$ cat src/fte_pkg.sv
// ----------------------------------------------------------------------------
// fte_pkg
// Shared types and constants of the packed 12-bit allocation table engine.
// ----------------------------------------------------------------------------
package fte_pkg;

  // Internal byte address: wide enough for base + 1 of any entry the free
  // count can step to (entry counter is one bit wider than entry_index).
  localparam int unsigned NADDR_W   = 14;
  localparam int unsigned ENTRY_N_W = 13;
  localparam int unsigned COUNT_W   = 12;

  localparam logic [COUNT_W-1:0]   CLUSTER_COUNT_RESET = 12'd2847;
  localparam logic [ENTRY_N_W-1:0] FIRST_DATA_ENTRY    = 13'd2;

  typedef enum logic [2:0] {
    CMD_LOAD_BYTE   = 3'd0,
    CMD_READ_BYTE   = 3'd1,
    CMD_READ_ENTRY  = 3'd2,
    CMD_WRITE_ENTRY = 3'd3,
    CMD_COUNT_FREE  = 3'd4
  } cmd_e;

  typedef enum logic [3:0] {
    ST_IDLE,
    ST_LOAD_WR,
    ST_BYTE_RD,
    ST_ENT_LO,
    ST_ENT_HI,
    ST_WR_RD,
    ST_WR_NB,
    ST_WR_OT,
    ST_CNT_LO,
    ST_CNT_HI,
    ST_CNT_EV,
    ST_RESULT
  } state_e;

  // Byte address source for the table access of one cycle.
  typedef enum logic [2:0] {
    ADDR_BYTE,   // raw byte address of the item
    ADDR_LO,     // first byte of the entry
    ADDR_HI,     // second byte of the entry
    ADDR_NB,     // byte shared with the neighbor entry
    ADDR_OT      // byte owned by the entry alone
  } addr_sel_e;

  typedef enum logic [1:0] {
    WD_BYTE,
    WD_NEIGHBOR,
    WD_OTHER
  } wdata_sel_e;

  typedef struct packed {
    logic [2:0]  command;
    logic        copy_select;
    logic [12:0] byte_address;
    logic [7:0]  byte_value;
    logic [11:0] entry_index;
    logic [11:0] entry_value;
  } in_item_t;

  typedef struct packed {
    logic [11:0] entry_read;
    logic [7:0]  byte_read;
    logic [11:0] free_count;
  } out_item_t;

  typedef struct packed {
    logic       load_item;
    addr_sel_e  addr_sel;
    logic       rd;
    logic       we;
    wdata_sel_e wdata_sel;
    logic       cap_lo;
    logic       cnt_step;
    logic       push;
  } ctrl_cmd_t;

  typedef struct packed {
    logic cnt_end;
  } dp_status_t;

endpackage

$ cat src/fte_ctrl.sv
// ----------------------------------------------------------------------------
// fte_ctrl
// Command sequencer: at most one table access per state, output word handshake.
// ----------------------------------------------------------------------------
module fte_ctrl (
  input  logic                clk_i,
  input  logic                rst_ni,
  input  logic                in_valid_i,
  input  logic [2:0]          in_command_i,
  output logic                in_stall_o,
  output logic                out_valid_o,
  input  logic                out_stall_i,
  input  fte_pkg::dp_status_t status_i,
  output fte_pkg::ctrl_cmd_t  cmd_o
);
  import fte_pkg::*;

  state_e state_q;
  state_e state_d;
  logic   out_valid_q;
  logic   out_valid_d;
  logic   slot_free;

  assign slot_free  = !out_valid_q || !out_stall_i;
  assign in_stall_o = (state_q != ST_IDLE);

  always_comb begin
    state_d = state_q;
    case (state_q)
      ST_IDLE: begin
        if (in_valid_i) begin
          case (cmd_e'(in_command_i))
            CMD_LOAD_BYTE:   state_d = ST_LOAD_WR;
            CMD_READ_BYTE:   state_d = ST_BYTE_RD;
            CMD_READ_ENTRY:  state_d = ST_ENT_LO;
            CMD_WRITE_ENTRY: state_d = ST_WR_RD;
            CMD_COUNT_FREE:  state_d = ST_CNT_LO;
            default:         state_d = ST_RESULT;
          endcase
        end
      end
      ST_LOAD_WR: state_d = ST_RESULT;
      ST_BYTE_RD: state_d = ST_RESULT;
      ST_ENT_LO:  state_d = ST_ENT_HI;
      ST_ENT_HI:  state_d = ST_RESULT;
      ST_WR_RD:   state_d = ST_WR_NB;
      ST_WR_NB:   state_d = ST_WR_OT;
      ST_WR_OT:   state_d = ST_RESULT;
      ST_CNT_LO:  state_d = status_i.cnt_end ? ST_RESULT : ST_CNT_HI;
      ST_CNT_HI:  state_d = ST_CNT_EV;
      ST_CNT_EV:  state_d = ST_CNT_LO;
      ST_RESULT: begin
        if (slot_free) begin
          state_d = ST_IDLE;
        end
      end
      default:    state_d = ST_IDLE;
    endcase
  end

  always_comb begin
    cmd_o           = '0;
    cmd_o.addr_sel  = ADDR_LO;
    cmd_o.wdata_sel = WD_BYTE;
    case (state_q)
      ST_IDLE: begin
        cmd_o.load_item = in_valid_i;
      end
      ST_LOAD_WR: begin
        cmd_o.we       = 1'b1;
        cmd_o.addr_sel = ADDR_BYTE;
      end
      ST_BYTE_RD: begin
        cmd_o.rd       = 1'b1;
        cmd_o.addr_sel = ADDR_BYTE;
      end
      ST_ENT_LO: begin
        cmd_o.rd = 1'b1;
      end
      ST_ENT_HI: begin
        cmd_o.rd       = 1'b1;
        cmd_o.addr_sel = ADDR_HI;
        cmd_o.cap_lo   = 1'b1;
      end
      ST_WR_RD: begin
        cmd_o.rd       = 1'b1;
        cmd_o.addr_sel = ADDR_NB;
      end
      ST_WR_NB: begin
        cmd_o.we        = 1'b1;
        cmd_o.addr_sel  = ADDR_NB;
        cmd_o.wdata_sel = WD_NEIGHBOR;
      end
      ST_WR_OT: begin
        cmd_o.we        = 1'b1;
        cmd_o.addr_sel  = ADDR_OT;
        cmd_o.wdata_sel = WD_OTHER;
      end
      ST_CNT_LO: begin
        cmd_o.rd = !status_i.cnt_end;
      end
      ST_CNT_HI: begin
        cmd_o.rd       = 1'b1;
        cmd_o.addr_sel = ADDR_HI;
        cmd_o.cap_lo   = 1'b1;
      end
      ST_CNT_EV: begin
        cmd_o.cnt_step = 1'b1;
      end
      ST_RESULT: begin
        cmd_o.push = slot_free;
      end
      default: begin
        cmd_o.push = 1'b0;
      end
    endcase
  end

  always_comb begin
    out_valid_d = out_valid_q;
    if (out_valid_q && !out_stall_i) begin
      out_valid_d = 1'b0;
    end
    if (cmd_o.push) begin
      out_valid_d = 1'b1;
    end
  end

  always_ff @(posedge clk_i or negedge rst_ni) begin
    if (!rst_ni) begin
      state_q     <= ST_IDLE;
      out_valid_q <= 1'b0;
    end else begin
      state_q     <= state_d;
      out_valid_q <= out_valid_d;
    end
  end

  assign out_valid_o = out_valid_q;

`ifndef SYNTHESIS
  a_push_slot_free: assert property (@(posedge clk_i) disable iff (!rst_ni)
    cmd_o.push |-> (!out_valid_q || !out_stall_i))
    else $error("result word pushed over a waiting word");

  a_push_valid: assert property (@(posedge clk_i) disable iff (!rst_ni)
    cmd_o.push |=> out_valid_q)
    else $error("pushed result word not presented");

  a_accept_busy: assert property (@(posedge clk_i) disable iff (!rst_ni)
    (in_valid_i && !in_stall_o) |=> (state_q != ST_IDLE))
    else $error("accepted word left sequencer idle");
`endif

endmodule

$ cat config.mk
export PLATFORM = sky130hd
export DESIGN_NAME = fte_ctrl
export DESIGN_NICKNAME = d
export VERILOG_FILES = /design/src/fte_pkg.sv /design/src/fte_ctrl.sv
export SDC_FILE = /design/constraint.sdc
export NUM_CORES = 1
export LEC_CHECK = 0
export BUFFER_PORTS_ARGS = -buffer_cell sky130_fd_sc_hd__buf_2
export CAP_MARGIN = 30
export CORE_AREA = 2 2 39 41
export CTS_BUF_LIST = sky130_fd_sc_hd__clkbuf_8
export DETAILED_ROUTE_END_ITERATION = 6
export DIE_AREA = 0 0 41 43
export GPL_TIMING_DRIVEN = 0
export PLACE_DENSITY = 0.7
export SETUP_SLACK_MARGIN = 0.05
export SYNTH_ARGS = -nofsm -noshare
export SYNTH_HDL_FRONTEND = slang
export SYNTH_SLANG_ARGS = --single-unit
export TNS_END_PERCENT = 30
$ cat constraint.sdc
create_clock -name clk_i -period 1.6 [get_ports clk_i]
set_input_delay 0.32 -clock clk_i [delete_from_list [all_inputs] [get_ports clk_i]]
set_output_delay 0.32 -clock clk_i [all_outputs]
set_load 0.005 [all_outputs]
==> results of run 1 <==
==> final timing paths <==
path,cells after the start,endpoint,startpoint
max in group asynchronous,2,state_q[0],rst_ni
worst max register to register,6,state_q[1],state_q[1]
min in group asynchronous,2,state_q[3],rst_ni
worst min register to register,2,out_valid_o,out_valid_o
worst min-delay path,3,out_valid_o,out_stall_i
worst max-delay path,3,cmd_o[10],state_q[2]
==> power groups by stage <==
stage / logic [mW] / clock network (mW) / registers (mW)
6_report: 0.977 / 0.223 / 0.228
5_1_grt: 1.09 / 0.239 / 0.234
4_1_cts: 0.863 / 0.227 / 0.225
3_5_place_dp: 0.705 / 0 / 0.231
3_3_place_gp: 0.696 / 0 / 0.232
2_1_floorplan: 0.513 / 0 / 0.218
==> worst min-delay path: cells and delay by family <==
kind,cells,cell delay (ps)
buf+inv,1,100
compound gates,1,80
simple gates,1,80
==> sequential cells by signal (all words and copies together), names as in the netlist <==
signal       count
out_valid_o      1
state_q          4
==> kinds of logic after synthesis <==
logic type	Yosys count	share of synthesized area (%)
mux	1	2.089
compound gates	23	30.03
buf+inv	9	10.44
xor+xnor	1	1.828
flops	5	26.11
simple gates	29	29.51
==> what timing repair did <==
item / in CTS / in global routing
setup buffers: 7 / 4
resized for setup: 13 / 4
pin swaps: 5 / 3
hold endpoints to repair: 5 / 0
cloned: 0 / 0
setup endpoints to repair: 11 / 11
hold buffers: 1 / 0
==> final cells by class <==
cell class | instances | area share, %
tap | 16 | 2.556
inverter | 4 | 1.917
clock buffer | 3 | 5.272
buffer | 5 | 7.029
timing repair buffer | 32 | 24.60
clock inverter | 1 | 0.4792
sequential | 5 | 16.13
multi-input combinational | 54 | 42.01
==> metal layers <==
| metal | GRT usage (%) | routed length [um] |
|---|---|---|
| met1 | 25.41 | 632 |
| met2 | 28.13 | 677 |
| met3 | 5.236 | 95 |
| met4 | 4.000 | 0 |
| met5 | 0 | 0 |
==> layout by cell type, fill, tap and decap left out, types with 4 or more instances in the layout <==
cell	instances
dfrtp_1	4
o22ai_1	4
inv_1	4
buf_4	12
buf_2	20
clkbuf_8	4
nand2_1	6
a21oi_1	7
nor2_1	11
==> metrics by stage <==
step / setup TNS [ps] / instances / power [mW] / hold slack [ps]
final: -626.5 / 120 / 1.428 / 403.1
after floorplan: 0 / 68 / 0.7306 / 24.41
after global placement: -43.46 / 104 / 0.9280 / 136.0
after CTS: -572.3 / 116 / 1.316 / 391.9
after detailed placement: -41.28 / 104 / 0.9357 / 136.4
after global routing: -1265 / 120 / 1.560 / 409.6
==> impl_metrics.env, run 1 <==
export IMPL_status="finished with violations"
export IMPL_violations="negative setup slack"
export IMPL_h_tree_depth=1
export IMPL_synth_area_top_cells="dfrtp_1 (26%), nor2_1 (10%), a21oi_1 (7.3%)"
export IMPL_swShare_pct=39.98
export IMPL_switchingPower_uw=570.9
export IMPL_nFillCells=137
export IMPL_syn_cell_area_um2=479.2
export IMPL_combPwrFrac_pct=68.4
export IMPL_vias_per_cell=5.283
export IMPL_rsz0062_at_grt="true"
export IMPL_routedWlPerCell_um=11.71
export IMPL_cts_sinks=5
export IMPL_worst_pin_slew_ps=404.7
export IMPL_wirelength_um=1405
export IMPL_numCtsBuffers=3
export IMPL_slew_viol_final=0
export IMPL_first_iter_violations=28
export IMPL_cap_violations=0
export IMPL_finalSetupViolations=7
export IMPL_finClkSkew_ps=2.713
export IMPL_grt_pass1_wl_um=2304
export IMPL_via_count=634
export IMPL_route_detailed_drc=0
export IMPL_ant_nets=0
export IMPL_arrival_ps=1410
export IMPL_num_rows=14
export IMPL_synth_seq_cells=5
export IMPL_seqPwrFrac_pct=16.0
export IMPL_cts_tree="yes"
export IMPL_yosys_top_cells_count="nor2_1 (13), a21oi_1 (7), nand2_1 (6)"
export IMPL_grt_pass1_vias=562
export IMPL_die_x_um=41
export IMPL_syn2layout_area_growth_pct=63.45
export IMPL_nets=113
export IMPL_syn_nets=76
export IMPL_antenna_found_initial=0
export IMPL_power_frac_clock_pct=15.6
export IMPL_internal_power_uw=857.2
export IMPL_post_route_min_period_ps=1730
export IMPL_powerDensity_mw_per_mm2=1823
export IMPL_diodes=0
export IMPL_cpMaxStageDelayCell="or4_4"
export IMPL_synth_top_area_share_pct=26.11
export IMPL_finalWorstSetupSlack_ps=-130.0
export IMPL_regArea_um2=126.4
export IMPL_place_area_um2=599.3
export IMPL_portBuffers=20
export IMPL_drive_gt1_share_pct=48.08
export IMPL_stdcell_area_um2=783.3
export IMPL_synth_edff_count=0
export IMPL_dpl_hpwl_um=904.7
export IMPL_ios=21
export IMPL_die_area_mm2=0.001763
export IMPL_grt_overflow=0
export IMPL_crit_path_end_kind="output port"
export IMPL_yosysTopAreaCell="dfrtp_1"
export IMPL_ir_worst_vdd_uv=1212
export IMPL_die_y_um=43
export IMPL_path_buf_inv=1
export IMPL_ys_warn_count=0
export IMPL_max_slew_margin_rel_pct=72.92
export IMPL_grt_total_usage_pct=18.55
export IMPL_clock_path_buffers=2
export IMPL_clockRootBuffer="clkbuf_8"
export IMPL_grt_max_degree=11
export IMPL_worstPathCellList="or4_4 -> nor2_2 -> buf_2"
export IMPL_final_util_pct=56.60
export IMPL_place_congestion=0.9032
export IMPL_max_stage_delay_ps=580
export IMPL_fp_coreArea_mm2=0.001384
export IMPL_path_max_fanout=5
export IMPL_path_delay_family="simple AND/OR/NAND/NOR gates"
export IMPL_start_util_pct=34.63
export IMPL_r2r_setup_slack_ps=60
export IMPL_hp_class="primary input to register"
export IMPL_ys_seq_area_share_pct=26.11
export IMPL_power_leakage_nw=0.4081
export IMPL_clk_latency_ps=220
export IMPL_avgSynthCellArea_um2=7.047
export IMPL_hold_viol_final=0
export IMPL_async_reset_ff_share_pct=100.0
export IMPL_synth_most_common_cell="nor2_1"
export IMPL_required_ps=1280
export IMPL_cp_start_kind="register"
export IMPL_clk_pin_slew_worst_paths_ps=40
export IMPL_dr_pass1_iters=4
export IMPL_multi_input_area_um2=329.1
export IMPL_synth_ff_type="dfrtp_1"
export IMPL_period_share_pct=108.1
export IMPL_max_freq_ghz=0.5780
export IMPL_crit_type="register to output port"
export IMPL_pre_cts_slack_ps=-41.28
export IMPL_synth_cell_type_count=29
export IMPL_synthCells=68
Power figures use the tool's default switching activity.
==> run 2: changes to the inputs <==
==> constraint.sdc (replaced) <==
create_clock -name clk_i -period 1.6 [get_ports clk_i]
set_input_delay 0.4 -clock clk_i [delete_from_list [all_inputs] [get_ports clk_i]]
set_output_delay 0.4 -clock clk_i [all_outputs]
set_load 0.005 [all_outputs]
==> run 2 against run 1 <==
The run still ends with negative setup slack left. Via count grew 0.47%. Clock power barely moved. Non-clock buffer count unchanged. Critical path depth stayed put. Final area rose by 0.32%. Sequential power hardly changed. Setup slack lost 83 ps. Clock-buffer cell count stayed put. Fmax is 4.6% lower. Routed wire length increased by 1.0%. Sequential share of layout area is 0.051 points lower. Register-to-register slack barely moved. Largest cell class unchanged. Largest power group unchanged. Highest routed layer is now met4.
==> impl_metrics.env, run 2 (same netlist as run 1, synthesis figures left out) <==
export IMPL_start_util_pct=34.63
export IMPL_timing_rr_start="state_q[1]"
export IMPL_min_from="out_stall_i"
export IMPL_internal_power_uw=860.0
export IMPL_route_detailed_drc=0
export IMPL_clock_path_buffers=2
export IMPL_power_leakage_nw=0.4084
export IMPL_diodes=0
export IMPL_top_register="state_q"
export IMPL_dp_cells=104
export IMPL_numCtsBuffers=3
export IMPL_slew_viol_final=0
export IMPL_vias_per_cell=5.308
export IMPL_grt_pass1_vias=562
export IMPL_clk_latency_ps=220
export IMPL_dr_pass1_iters=4
export IMPL_die_area_mm2=0.001763
export IMPL_cp_start_kind="register"
export IMPL_rsz0062_at_grt="true"
export IMPL_required_ps=1200
export IMPL_finalSetupViolations=11
export IMPL_worst_pin_slew_ps=398.9
export IMPL_period_share_pct=113.3
export IMPL_grt_max_degree=11
export IMPL_die_y_um=43
export IMPL_cts_tree="yes"
export IMPL_mostFrequentLayoutCells="buf_2 (20), buf_4 (12), nor2_1 (11)"
export IMPL_finClkSkew_ps=2.793
export IMPL_clk_pin_slew_worst_paths_ps=40
export IMPL_fp_coreArea_mm2=0.001384
export IMPL_nets=113
export IMPL_cap_violations=0
export IMPL_cts_sinks=5
export IMPL_ios=21
export IMPL_wirelength_um=1419
export IMPL_ff2ff_path_depth=6
export IMPL_max_freq_ghz=0.5516
export IMPL_hold_viol_final=0
export IMPL_die_x_um=41
export IMPL_finalWorstSetupSlack_ps=-212.8
export IMPL_crit_path_end_kind="output port"
export IMPL_p_total_mw=1.435
export IMPL_largest_register_ff_count=4
export IMPL_power_frac_clock_pct=15.5
export IMPL_grt_pass1_wl_um=2304
export IMPL_final_util_pct=56.78
export IMPL_dpl_hpwl_um=904.7
export IMPL_stdcell_count=120
export IMPL_drive_gt1_share_pct=49.04
export IMPL_ant_nets=0
export IMPL_first_iter_violations=32
export IMPL_num_rows=14
export IMPL_pre_cts_slack_ps=-121.3
export IMPL_place_congestion=0.9032
export IMPL_powerDensity_mw_per_mm2=1827
export IMPL_h_tree_depth=1
export IMPL_portBuffers=20
export IMPL_ir_worst_vdd_uv=1239
export IMPL_via_count=637
export IMPL_swShare_pct=40.09
export IMPL_cpMaxStageDelayCell="or4_4"
export IMPL_arrival_ps=1410
export IMPL_path_max_fanout=5
export IMPL_max_stage_delay_ps=580
export IMPL_seqPwrFrac_pct=15.9
export IMPL_r2r_end="state_q[1]"
export IMPL_syn2layout_area_growth_pct=63.97
export IMPL_combPwrFrac_pct=68.6
export IMPL_r2r_setup_slack_ps=60
export IMPL_violations="negative setup slack"
export IMPL_nFillCells=139
export IMPL_final_common_cell="buf_2"
export IMPL_post_route_min_period_ps=1813
export IMPL_hp_class="primary input to register"
export IMPL_regArea_um2=126.4
export IMPL_max_slew_margin_rel_pct=73.31
export IMPL_clockRootBuffer="clkbuf_8"
export IMPL_grt_total_usage_pct=18.55
export IMPL_grt_overflow=0
export IMPL_min_path_cells=3
export IMPL_antenna_found_initial=0
export IMPL_hold_path_end="out_valid_o"
export IMPL_multi_input_area_um2=331.6
export IMPL_crit_type="register to output port"
export IMPL_worstPathCellList="or4_4 -> nor2_2 -> buf_2"
export IMPL_routedWlPerCell_um=11.83
export IMPL_switchingPower_uw=575.5
export IMPL_status="finished with violations"
## run 2: changes by cell type in the layout (fill, tap and decap cells not counted)
cell / before / now
nand2_2: 0 / 1
nand2_1: 6 / 5
## run 2: stage by stage
stage	area, um^2	TNS, ps	hold slack (ps)
floorplan	479.2	0	104.4
global placement	599.3	-208.3	216.0
detailed placement	599.3	-225.0	216.4
CTS	737.0	-1286	471.9
global route	785.8	-2173	489.6
finish	785.8	-1321	485.9
## run 2: power by group through the flow
stage	Clock, mW	Sequential, mW	Combinational [mW]
2_1_floorplan	0	0.218	0.513
3_3_place_gp	0	0.232	0.696
3_5_place_dp	0	0.231	0.705
4_1_cts	0.227	0.225	0.863
5_1_grt	0.239	0.234	1.10
6_report	0.223	0.228	0.985
## run 2: cell type report
cell class,count,area share (%)
tap,16,2.548
buffer,5,7.006
clock inverter,1,0.4777
sequential,5,16.08
inverter,4,1.911
multi-input combinational,54,42.20
timing repair buffer,32,24.52
clock buffer,3,5.255
## run 2: timing repair
item	4_1_cts	5_1_grt
endpoints found under the setup margin	11	12
hold buffers	1	0
endpoints found under the hold margin	5	0
setup buffers	7	4
pin swaps	5	3
gates resized for setup	13	5
## run 2: worst max-delay path, delay by kind of cell (launching register included)
family,cells,cell delay (ps)
buffers and inverters,1,110
DFF,1,430
and+or+nand+nor,2,660
## run 2: per-layer routing
layer,track usage (%),part of all wire [%],routed length [um]
met4,4.000,0.21,3
met5,0,0,0
met1,25.41,43,614
met2,28.13,50,710
met3,5.236,6.5,92
## run 2: how the worst max path moves through the flow
stage                    start         to  slack [ps]  cells after the start
finish              state_q[2]  cmd_o[10]        -210                      3
global placement    state_q[0]   cmd_o[7]        -120                      6
global route        state_q[1]   cmd_o[5]        -310                      6
floorplan           state_q[3]  cmd_o[10]          70                      3
detailed placement  state_q[0]   cmd_o[7]        -120                      6
CTS                 state_q[2]  cmd_o[10]        -220                      3
